===== src/hdl/lud_mul.sv =====
// ---------------------------------------------------------------------------
// Lens undistortion multiplier
// Shared signed multiplier with a registered result, floored to Q9.28.
// ---------------------------------------------------------------------------
module lud_mul (
   input  logic               clock,
   input  logic signed [32:0] op_a,
   input  logic signed [31:0] op_b,
   output logic signed [36:0] prod_ff
);
   logic signed [64:0] full;
   logic signed [36:0] prod_in;

   always_comb begin
      full    = 65'(op_a) * 65'(op_b);
      // Taking the upper bits of a two's complement product floors it.
      prod_in = full[64:28];
   end

   always_ff @(posedge clock) begin
      prod_ff <= prod_in;
   end
endmodule


===== config.mk =====
export PLATFORM = sky130hd
export DESIGN_NAME = lud_mul
export DESIGN_NICKNAME = d
export VERILOG_FILES = /design/src/hdl/lud_mul.sv
export SDC_FILE = /design/constraint.sdc
export NUM_CORES = 2
export LEC_CHECK = 0
export BUFFER_PORTS_ARGS = -buffer_cell sky130_fd_sc_hd__buf_2
export CAP_MARGIN = 20
export CELL_PAD_IN_SITES_DETAIL_PLACEMENT = 0
export CELL_PAD_IN_SITES_GLOBAL_PLACEMENT = 2
export CORE_MARGIN = 2
export CORE_UTILIZATION = 30
export CTS_BUF_LIST = sky130_fd_sc_hd__clkbuf_4 sky130_fd_sc_hd__clkbuf_8
export DETAILED_ROUTE_END_ITERATION = 6
export PLACE_DENSITY = 0.72
export SLEW_MARGIN = 40
export SYNTH_ARGS = -nofsm -noshare
export SYNTH_HDL_FRONTEND = slang
export SYNTH_SLANG_ARGS = --single-unit

===== constraint.sdc =====
create_clock -name clock -period 15.2 [get_ports clock]
set_input_delay 3.04 -clock clock [delete_from_list [all_inputs] [get_ports clock]]
set_output_delay 3.04 -clock clock [all_outputs]
set_load 0.01 [all_outputs]

==> results.sh <==
export IMPL_drc=0
export IMPL_final_antenna_net_count=0
export IMPL_route_met3_wl_mm=3.51
export IMPL_fmax_mhz=84.7
export IMPL_netlist_area_mm2=0.0370
export IMPL_area_growth_pct=6.30
export IMPL_synth_seq_cells=37
export IMPL_avgSynthCellArea_um2=9.55
export IMPL_hold_viol_final=0
export IMPL_worstPathCellList="buf_2 > nand2_1 > fa_1 > fa_1 > fa_1 > fa_1 > inv_1 > fa_1 > fa_1 > fa_1 > fa_1 > ha_1 > nand2_1 > nor3_2 > and3_1 > a22oi_1 > buf_4 > a31oi_1 > a211oi_2 > a31oi_1 > and3_1 > a311oi_1 > xnor2_1"
export IMPL_antenna_found_initial=9
export IMPL_layout_common_cells="fa_1 (1111), inv_1 (994), and2_1 (529)"
export IMPL_cts_htree_levels=2
export IMPL_die_h_um=355
export IMPL_maxCapViolations=0
export IMPL_cts_resized=0
export IMPL_top_regs="prod_ff: 37 flops"
export IMPL_grt_setup_unrepaired="no"
export IMPL_cp_required_ns=15.47
export IMPL_drt_wl_total_mm=107
export IMPL_grt_pass1_wl_mm=173
export IMPL_ys_types=56
export IMPL_worst_slew_pin_slew_ns=0.871
export IMPL_initial_core_util=0.303
export IMPL_fill_cells=12900
export IMPL_worst_slew_margin_rel=0.419
export IMPL_place_hpwl_mm=85.9
export IMPL_routed_top_layer="met5"
export IMPL_synth_warnings=0
export IMPL_ys_async_sr_fraction=0
export IMPL_seq_area_um2=741
export IMPL_cts_tree="yes"
export IMPL_io_pins=103
export IMPL_first_global_vias=28700
export IMPL_drtIter0Drc=1138
export IMPL_layout_commonest_cell="fa_1"
export IMPL_fp_coreArea_mm2=0.122
export IMPL_finalInstanceArea_mm2=0.0393
export IMPL_synthFlopType="dfxtp_1"
export IMPL_dieArea_mm2=0.126
export IMPL_critical_path_most_common_cell="fa_1"
export IMPL_drive_gt1_frac=0.0419
export IMPL_hold_path_class="reg -> out"
export IMPL_vias=24700
export IMPL_port_buffers=102
export IMPL_slowest_stage="fa_1"
export IMPL_fin_crit_sh=0.777
export IMPL_grt_overflow=0
export IMPL_synth_edf_count=0
export IMPL_cp_max_fo=33
export IMPL_finalSetupTns_ns=0
export IMPL_arrival_ns=12.08
export IMPL_gp_congestion=0.834
export IMPL_fin_nets=5179
export IMPL_critical_path_class="in -> reg"
export IMPL_yosysSeqAreaShare=0.0200
export IMPL_max_stage_delay_ns=1.03
export IMPL_drt_pass1_iterations=7
export IMPL_die_w_um=355
export IMPL_place_area_mm2=0.0391
export IMPL_avgRoutedWirePerCell_um=19.6
export IMPL_clk_pin_slew_ns=0.08
export IMPL_crit_path_end_kind="flop"
export IMPL_via_per_inst=4.53
export IMPL_slew_viol_final=0
export IMPL_min_period_ns=11.81
export IMPL_gr_usage_all_layers=0.181
export IMPL_grt_max_degree=34
export IMPL_syn_inst=3872
export IMPL_cts_root_buf="clkbuf_8"
export IMPL_multi_input_area_mm2=0.0318
export IMPL_outcome="completed"
export IMPL_cts_setup_buffers=0
export IMPL_wl_met1_mm=43.7
export IMPL_cts_buffers=5
export IMPL_cts_sinks=37
export IMPL_synth_nets=5231
export IMPL_rows=128
export IMPL_dr_wl_met2_mm=55.5
export IMPL_critPathLaunchType="input pin"
export IMPL_largest_reg_flops=37
export IMPL_utilization=0.322
export IMPL_cts_hold_buf=0
export IMPL_regMostFlops="prod_ff"
export IMPL_finalSetupViolCount=0
export IMPL_cts_buffer_depth=2
==> synthesized netlist by cell type (9+ instances only) <==
| cell | instances | area share |
|---|---|---|
| a21oi_1 | 47 | 0.0064 |
| nand4_1 | 9 | 0.0015 |
| o21ai_0 | 21 | 0.0028 |
| nand2_1 | 522 | 0.053 |
| clkbuf_1 | 197 | 0.020 |
| ha_1 | 182 | 0.062 |
| a21o_1 | 28 | 0.0057 |
| dfxtp_1 | 37 | 0.020 |
| xor2_1 | 17 | 0.0040 |
| and2_1 | 529 | 0.089 |
| fa_1 | 1111 | 0.60 |
| inv_1 | 994 | 0.10 |
| nand3_1 | 11 | 0.0015 |
| nor2_1 | 39 | 0.0040 |
| xnor2_1 | 35 | 0.0083 |
==> cells by family after synthesis <==
family                     Yosys count  synth area share
AOI/OAI and AO/OA                  149            0.0276
xor gates and xnor gates            52            0.0123
adders and majority gates         1293             0.663
buffers and inverters             1192             0.121
DFF                                 37            0.0200
and+or+nand+nor                   1149             0.156
==> worst paths after layout <==
check                       start          end  slack (ns)  depth (start not counted)
worst max-delay path      op_b[8]  prod_ff[31]        3.39                         23
worst min-delay path  prod_ff[18]  prod_ff[18]        3.85                          1
==> critical path: cells and delay by family <==
kind / cells / cell delay, ns
buf+inv: 3 / 0.93
compound gates: 5 / 1.09
fa+ha+maj: 9 / 5.22
xor+xnor: 1 / 0.14
simple gates: 5 / 1.63
==> through the flow <==
stage / hold slack [ns] / instances / setup WS (ns)
after global routing: 3.87 / 5448 / 3.09
after floorplan: 3.34 / 3872 / 4.88
after detailed placement: 3.43 / 5434 / 2.97
after global placement: 3.44 / 5431 / 2.31
final: 3.85 / 5450 / 3.39
after CTS: 3.88 / 5442 / 3.36
==> per-layer routing <==
metal	global-route usage	up-vias
met5	0	-
met4	0.0628	4
met3	0.0151	136
met2	0.323	456
met1	0.229	13300
li1	-	10800
==> final cells by class <==
class / instances / area share
well taps: 1625 / 0.0517
multi-input cells: 2643 / 0.808
flip-flops and latches: 37 / 0.0188
repair buffers: 139 / 0.0239
clock inverters: 2 / 0.000255
diodes: 4 / 0.000255
inverters: 994 / 0.0949
clock buffers: 6 / 0.00194
Power is not shown: default switching activity piles up to over one toggle a cycle in this logic, so the estimate is an artifact.
