### src/hdl/lud_pkg.sv
// ---------------------------------------------------------------------------
// Lens undistortion package
// Shared constants, codes and saturation helpers of the point undistortion
// block.
// ---------------------------------------------------------------------------
package lud_pkg;

   localparam int MAX_ITERATIONS = 100;
   localparam int ITER_W         = $clog2(MAX_ITERATIONS + 1);

   // Dividend magnitude of the normalization: |pixel*2^8 - c| * 2^28.
   localparam int DIV_W     = 61;
   localparam int DIV_CNT_W = $clog2(DIV_W + 1);

   localparam logic signed [33:0] QONE = 34'sd268435456;

   typedef enum logic [1:0] {
      STATUS_CONVERGED  = 2'd0,
      STATUS_ITER_LIMIT = 2'd1,
      STATUS_NOT_CONFIG = 2'd2
   } status_type;

   localparam logic [7:0] CSR_FOCAL     = 8'd0;
   localparam logic [7:0] CSR_PRINCIPAL = 8'd1;
   localparam logic [7:0] CSR_SKEW      = 8'd2;
   localparam logic [7:0] CSR_K1        = 8'd3;
   localparam logic [7:0] CSR_K2        = 8'd4;
   localparam logic [7:0] CSR_K3        = 8'd5;
   localparam logic [7:0] CSR_P1        = 8'd6;
   localparam logic [7:0] CSR_P2        = 8'd7;

   function automatic logic signed [31:0] sat32(input logic signed [39:0] v);
      logic signed [31:0] r;
      if (v > 40'sd2147483647) begin
         r = 32'sh7FFFFFFF;
      end else if (v < -40'sd2147483648) begin
         r = 32'sh80000000;
      end else begin
         r = v[31:0];
      end
      return r;
   endfunction

   // Maps a product of a focal length and a normalized value back to pixels.
   function automatic logic signed [23:0] to_pixel(input logic signed [36:0] p,
                                                   input logic signed [31:0] c);
      logic signed [37:0] t;
      logic signed [29:0] s;
      logic signed [23:0] r;
      t = 38'(p) + 38'(c);
      s = t[37:8];
      if (s > 30'sd8388607) begin
         r = 24'sh7FFFFF;
      end else if (s < -30'sd8388608) begin
         r = 24'sh800000;
      end else begin
         r = s[23:0];
      end
      return r;
   endfunction

endpackage

### src/hdl/lud_div.sv
// ---------------------------------------------------------------------------
// Lens undistortion divider
// Restoring unsigned divider, one quotient bit per cycle.
// ---------------------------------------------------------------------------
module lud_div (
   input  logic                       clock,
   input  logic                       reset,
   input  logic                       start,
   input  logic [lud_pkg::DIV_W-1:0]  dividend,
   input  logic [31:0]                divisor,
   output logic                       done_ff,
   output logic [lud_pkg::DIV_W-1:0]  quot_ff
);
   import lud_pkg::*;

   logic                 busy_ff, busy_in, done_in;
   logic [DIV_CNT_W-1:0] cnt_ff, cnt_in;
   logic [31:0]          rem_ff, rem_in, dsr_ff, dsr_in;
   logic [DIV_W-1:0]     quot_in;
   logic [32:0]          trial;

   always_comb begin
      busy_in = busy_ff;
      done_in = 1'b0;
      cnt_in  = cnt_ff;
      rem_in  = rem_ff;
      dsr_in  = dsr_ff;
      quot_in = quot_ff;
      trial   = {rem_ff, quot_ff[DIV_W-1]};
      if (start) begin
         busy_in = 1'b1;
         cnt_in  = DIV_CNT_W'(DIV_W);
         rem_in  = '0;
         dsr_in  = divisor;
         quot_in = dividend;
      end else if (busy_ff) begin
         // The dividend shifts out at the top while quotient bits enter below.
         if (trial >= {1'b0, dsr_ff}) begin
            rem_in  = 32'(trial - {1'b0, dsr_ff});
            quot_in = {quot_ff[DIV_W-2:0], 1'b1};
         end else begin
            rem_in  = trial[31:0];
            quot_in = {quot_ff[DIV_W-2:0], 1'b0};
         end
         cnt_in = cnt_ff - 1'b1;
         if (cnt_ff == DIV_CNT_W'(1)) begin
            busy_in = 1'b0;
            done_in = 1'b1;
         end
      end
   end

   always_ff @(posedge clock) begin
      if (reset) begin
         busy_ff <= 1'b0;
         done_ff <= 1'b0;
         cnt_ff  <= '0;
      end else begin
         busy_ff <= busy_in;
         done_ff <= done_in;
         cnt_ff  <= cnt_in;
      end
      rem_ff  <= rem_in;
      dsr_ff  <= dsr_in;
      quot_ff <= quot_in;
   end
endmodule

### config.mk
export PLATFORM = sky130hd
export DESIGN_NAME = lud_div
export DESIGN_NICKNAME = d
export VERILOG_FILES = /design/src/hdl/lud_pkg.sv /design/src/hdl/lud_div.sv
export SDC_FILE = /design/constraint.sdc
export NUM_CORES = 1
export LEC_CHECK = 0
export BUFFER_PORTS_ARGS = -buffer_cell sky130_fd_sc_hd__clkbuf_2
export CAP_MARGIN = 20
export CORE_UTILIZATION = 59
export DETAILED_ROUTE_END_ITERATION = 8
export MAX_ROUTING_LAYER = met4
export PLACE_DENSITY = 0.9
export SLEW_MARGIN = 20
export SYNTH_ARGS = -nofsm -noshare
export SYNTH_HDL_FRONTEND = slang
export SYNTH_SLANG_ARGS = --single-unit
### constraint.sdc
create_clock -name clock -period 5.5 [get_ports clock]
set_input_delay 0.275 -clock clock [delete_from_list [all_inputs] [get_ports clock]]
set_output_delay 0.275 -clock clock [all_outputs]
set_load 0.05 [all_outputs]
==> flow_summary.toml <==
[run_status]
status = "completed"

[clocking]
post_cts_resized = 0
cts_hold_buf = 0
cts_sinks = 133
cts_tree = "yes"
h-tree-depth = 4
cts_root_buffer = "clkbuf_16"
clk_path_buf_depth = 2
clkLatencyLatePin_ps = 430
cts_buffers = 17
clkTransAtPathRegs_ps = 60
cts_setup_buffers = 0

[yosys]
synth_cell_types = 62
synth_area_sq_um = 7280
synth_fp_nets = 803
synth_edf_count = 93
ys_warn_count = 0
syn_inst = 672
synthArstFlopShare_pct = 0
yosysSeqAreaShare_pct = 49.4
synthFlopType = "edfxtp_1"
avgSynthCellArea_sq_um = 10.8
synth-seq-cells = 133

[min_path]
hold_class = "in -> reg"

[pwr]
power_uw = 3110
powerDensity_nw_per_um2 = 357
vdd_drop_max_uv = 318
p_leak_uw = 0.00386

[sta]
final_max_slew_viol_count = 0
fin_tns_setup_ps = 0
finalHoldViolCount = 0
setup_violations = 0
grt_setup_unrepaired = "false"
period_needed_ps = 3720
worstMarginPinSlew_ps = 1100
clock_skew_ps = 11.4
post-route-period-util_pct = 67.6
slew_headroom_pct = 27.0
fmax_mhz = 269

[detailed_routing]
drtPass1Iterations = 5
ant_nets = 0
via_per_inst = 5.84
drt_iter0_drc = 419
vias = 5722
wl_per_cell_um = 18.0
wl_um = 17700
remaining_drc_errors = 0

[global_route]
grt_overflow_total = 0
grt_start_max_net_pins = 86
grt_pass1_vias = 5816
antenna_found_initial = 0
grt_pass1_wl_um = 28200
track_usage_pct = 29.6

[floorplanning]
initial_core_util_pct = 60.6
die_x_um = 113
die_h_um = 113
core_area_sq_um = 12000
die-area_sq_um = 12800
rows = 40
ioPinCount = 158

[setup_path]
end_kind = "flop"
path_max_fanout = 37
start_kind = "flop"
required_ps = 5750
reg2reg_slack_ps = 1780
worstSetupPathType = "reg -> reg"
critPathArrivalTime_ps = 3970

[cells_and_area]
syn_to_final_growth_pct = 19.7
final_cell_mix = "clkbuf_2 (156), edfxtp_1 (93), nor2_1 (73), mux2_2 (61), a21oi_1 (47)"
nets = 951
antennaDiodeCount = 0
layout_commonest_cell = "clkbuf_2"
drive_gt1_share_pct = 31.7

[place]
place.port_buffers = 157
post-dp-hpwl_um = 11900
place_congestion = 0.897

[run]
drv_cap = 0
logic make-up (layout without fill, tap and decap cells):
| kind of cell | Yosys count | in the layout | synth area share (%) |
|---|---|---|---|
| xor+xnor | 25 | 25 | 3.01 |
| compound gates | 155 | 155 | 14.7 |
| mux | 72 | 72 | 10.9 |
| fa+ha+maj | 35 | 35 | 6.12 |
| buf+inv | 77 | 238 | 4.38 |
| simple gates | 175 | 175 | 11.5 |
| flops | 133 | 133 | 49.4 |
synth_stat cells, drive strengths merged, types with 2 or more instances:
cell type,instances,area share [%]
a211o,2,0.36
a211oi,30,3.2
a21boi,2,0.21
a21o,18,1.9
a21oi,48,3.4
a31oi,7,0.81
and2,3,0.26
buf,6,0.72
clkbuf,26,1.3
dfxtp,40,11
edfxtp,93,38
ha,34,5.8
inv,45,2.3
mux2,61,9.4
mux2i,11,1.5
nand2,26,1.3
nand2b,6,0.52
nand3,11,0.83
nand4,8,0.69
nand4b,2,0.24
nor2,73,3.8
nor2b,13,1.1
nor3,14,0.96
nor3b,2,0.21
nor4,4,0.34
nor4b,2,0.24
o2111ai,2,0.24
o211ai,2,0.21
o21a,4,0.41
o21ai,19,1.3
o21bai,5,0.52
o22ai,2,0.17
o31a,3,0.36
o31ai,2,0.40
or2,3,0.26
or3,5,0.43
xnor2,14,1.7
xor2,11,1.3
sequential cells by signal, summed over array words and instances (netlist names):
signal	flops
quot_ff	61
done_ff	1
cnt_ff	6
busy_ff	1
rem_ff	32
dsr_ff	32
worst paths after layout:
path / to / from / cells past startpoint
setup / recovery: rem_ff[10] / rem_ff[2] / 11
setup reg to reg: rem_ff[10] / rem_ff[2] / 11
hold reg to reg: rem_ff[31] / rem_ff[31] / 2
hold / removal: dsr_ff[5] / divisor[5] / 1
where the power goes:
| part | internal (uW) | switching [uW] |
|---|---|---|
| logic | 262 | 487 |
| clock network | 667 | 450 |
| registers | 1180 | 63.6 |
area by class of cell:
type                       count  area (sq um)
tap                          147           184
timing repair buffer         161           818
fill                         812          3300
clock buffer                  20           468
multi-input combinational    462          3370
inverter                      45           169
sequential                   133          3590
clock inverter                12           114
per-stage QoR:
step           util [%]  std cells  hold WS, ps  worst slack (ps)  cell area [sq um]
2_1_floorplan         -        672          374              2460               7280
5_1_grt            72.6        980         9.30              1560               8710
3_5_place_dp       67.7        948          454              1960               8130
3_3_place_gp       67.7        948          453              2060               8130
4_1_cts            72.6        980         8.23              1860               8710
6_report           72.6        980         16.8              1780               8710
layer usage:
layer	track usage, %	wire, um	part of all wire (%)
met3	8.68	1350	7.6
met5	-	0	0
met1	33.2	7010	40
met2	49.5	8800	50
met4	12.2	499	2.8
critical path, stage by stage (launching register included):
cell and delay, ps:
dfxtp_1 330, ha_1 390, a21oi_1 230, nor2b_1 200, a21o_1 190, nand3_2 140, a211o_4 400, a31oi_4 880
buf_4 390, nor2_1 80, a21oi_1 180, a211oi_1 110
No activity file was read; power rests on OpenSTA's default activity.
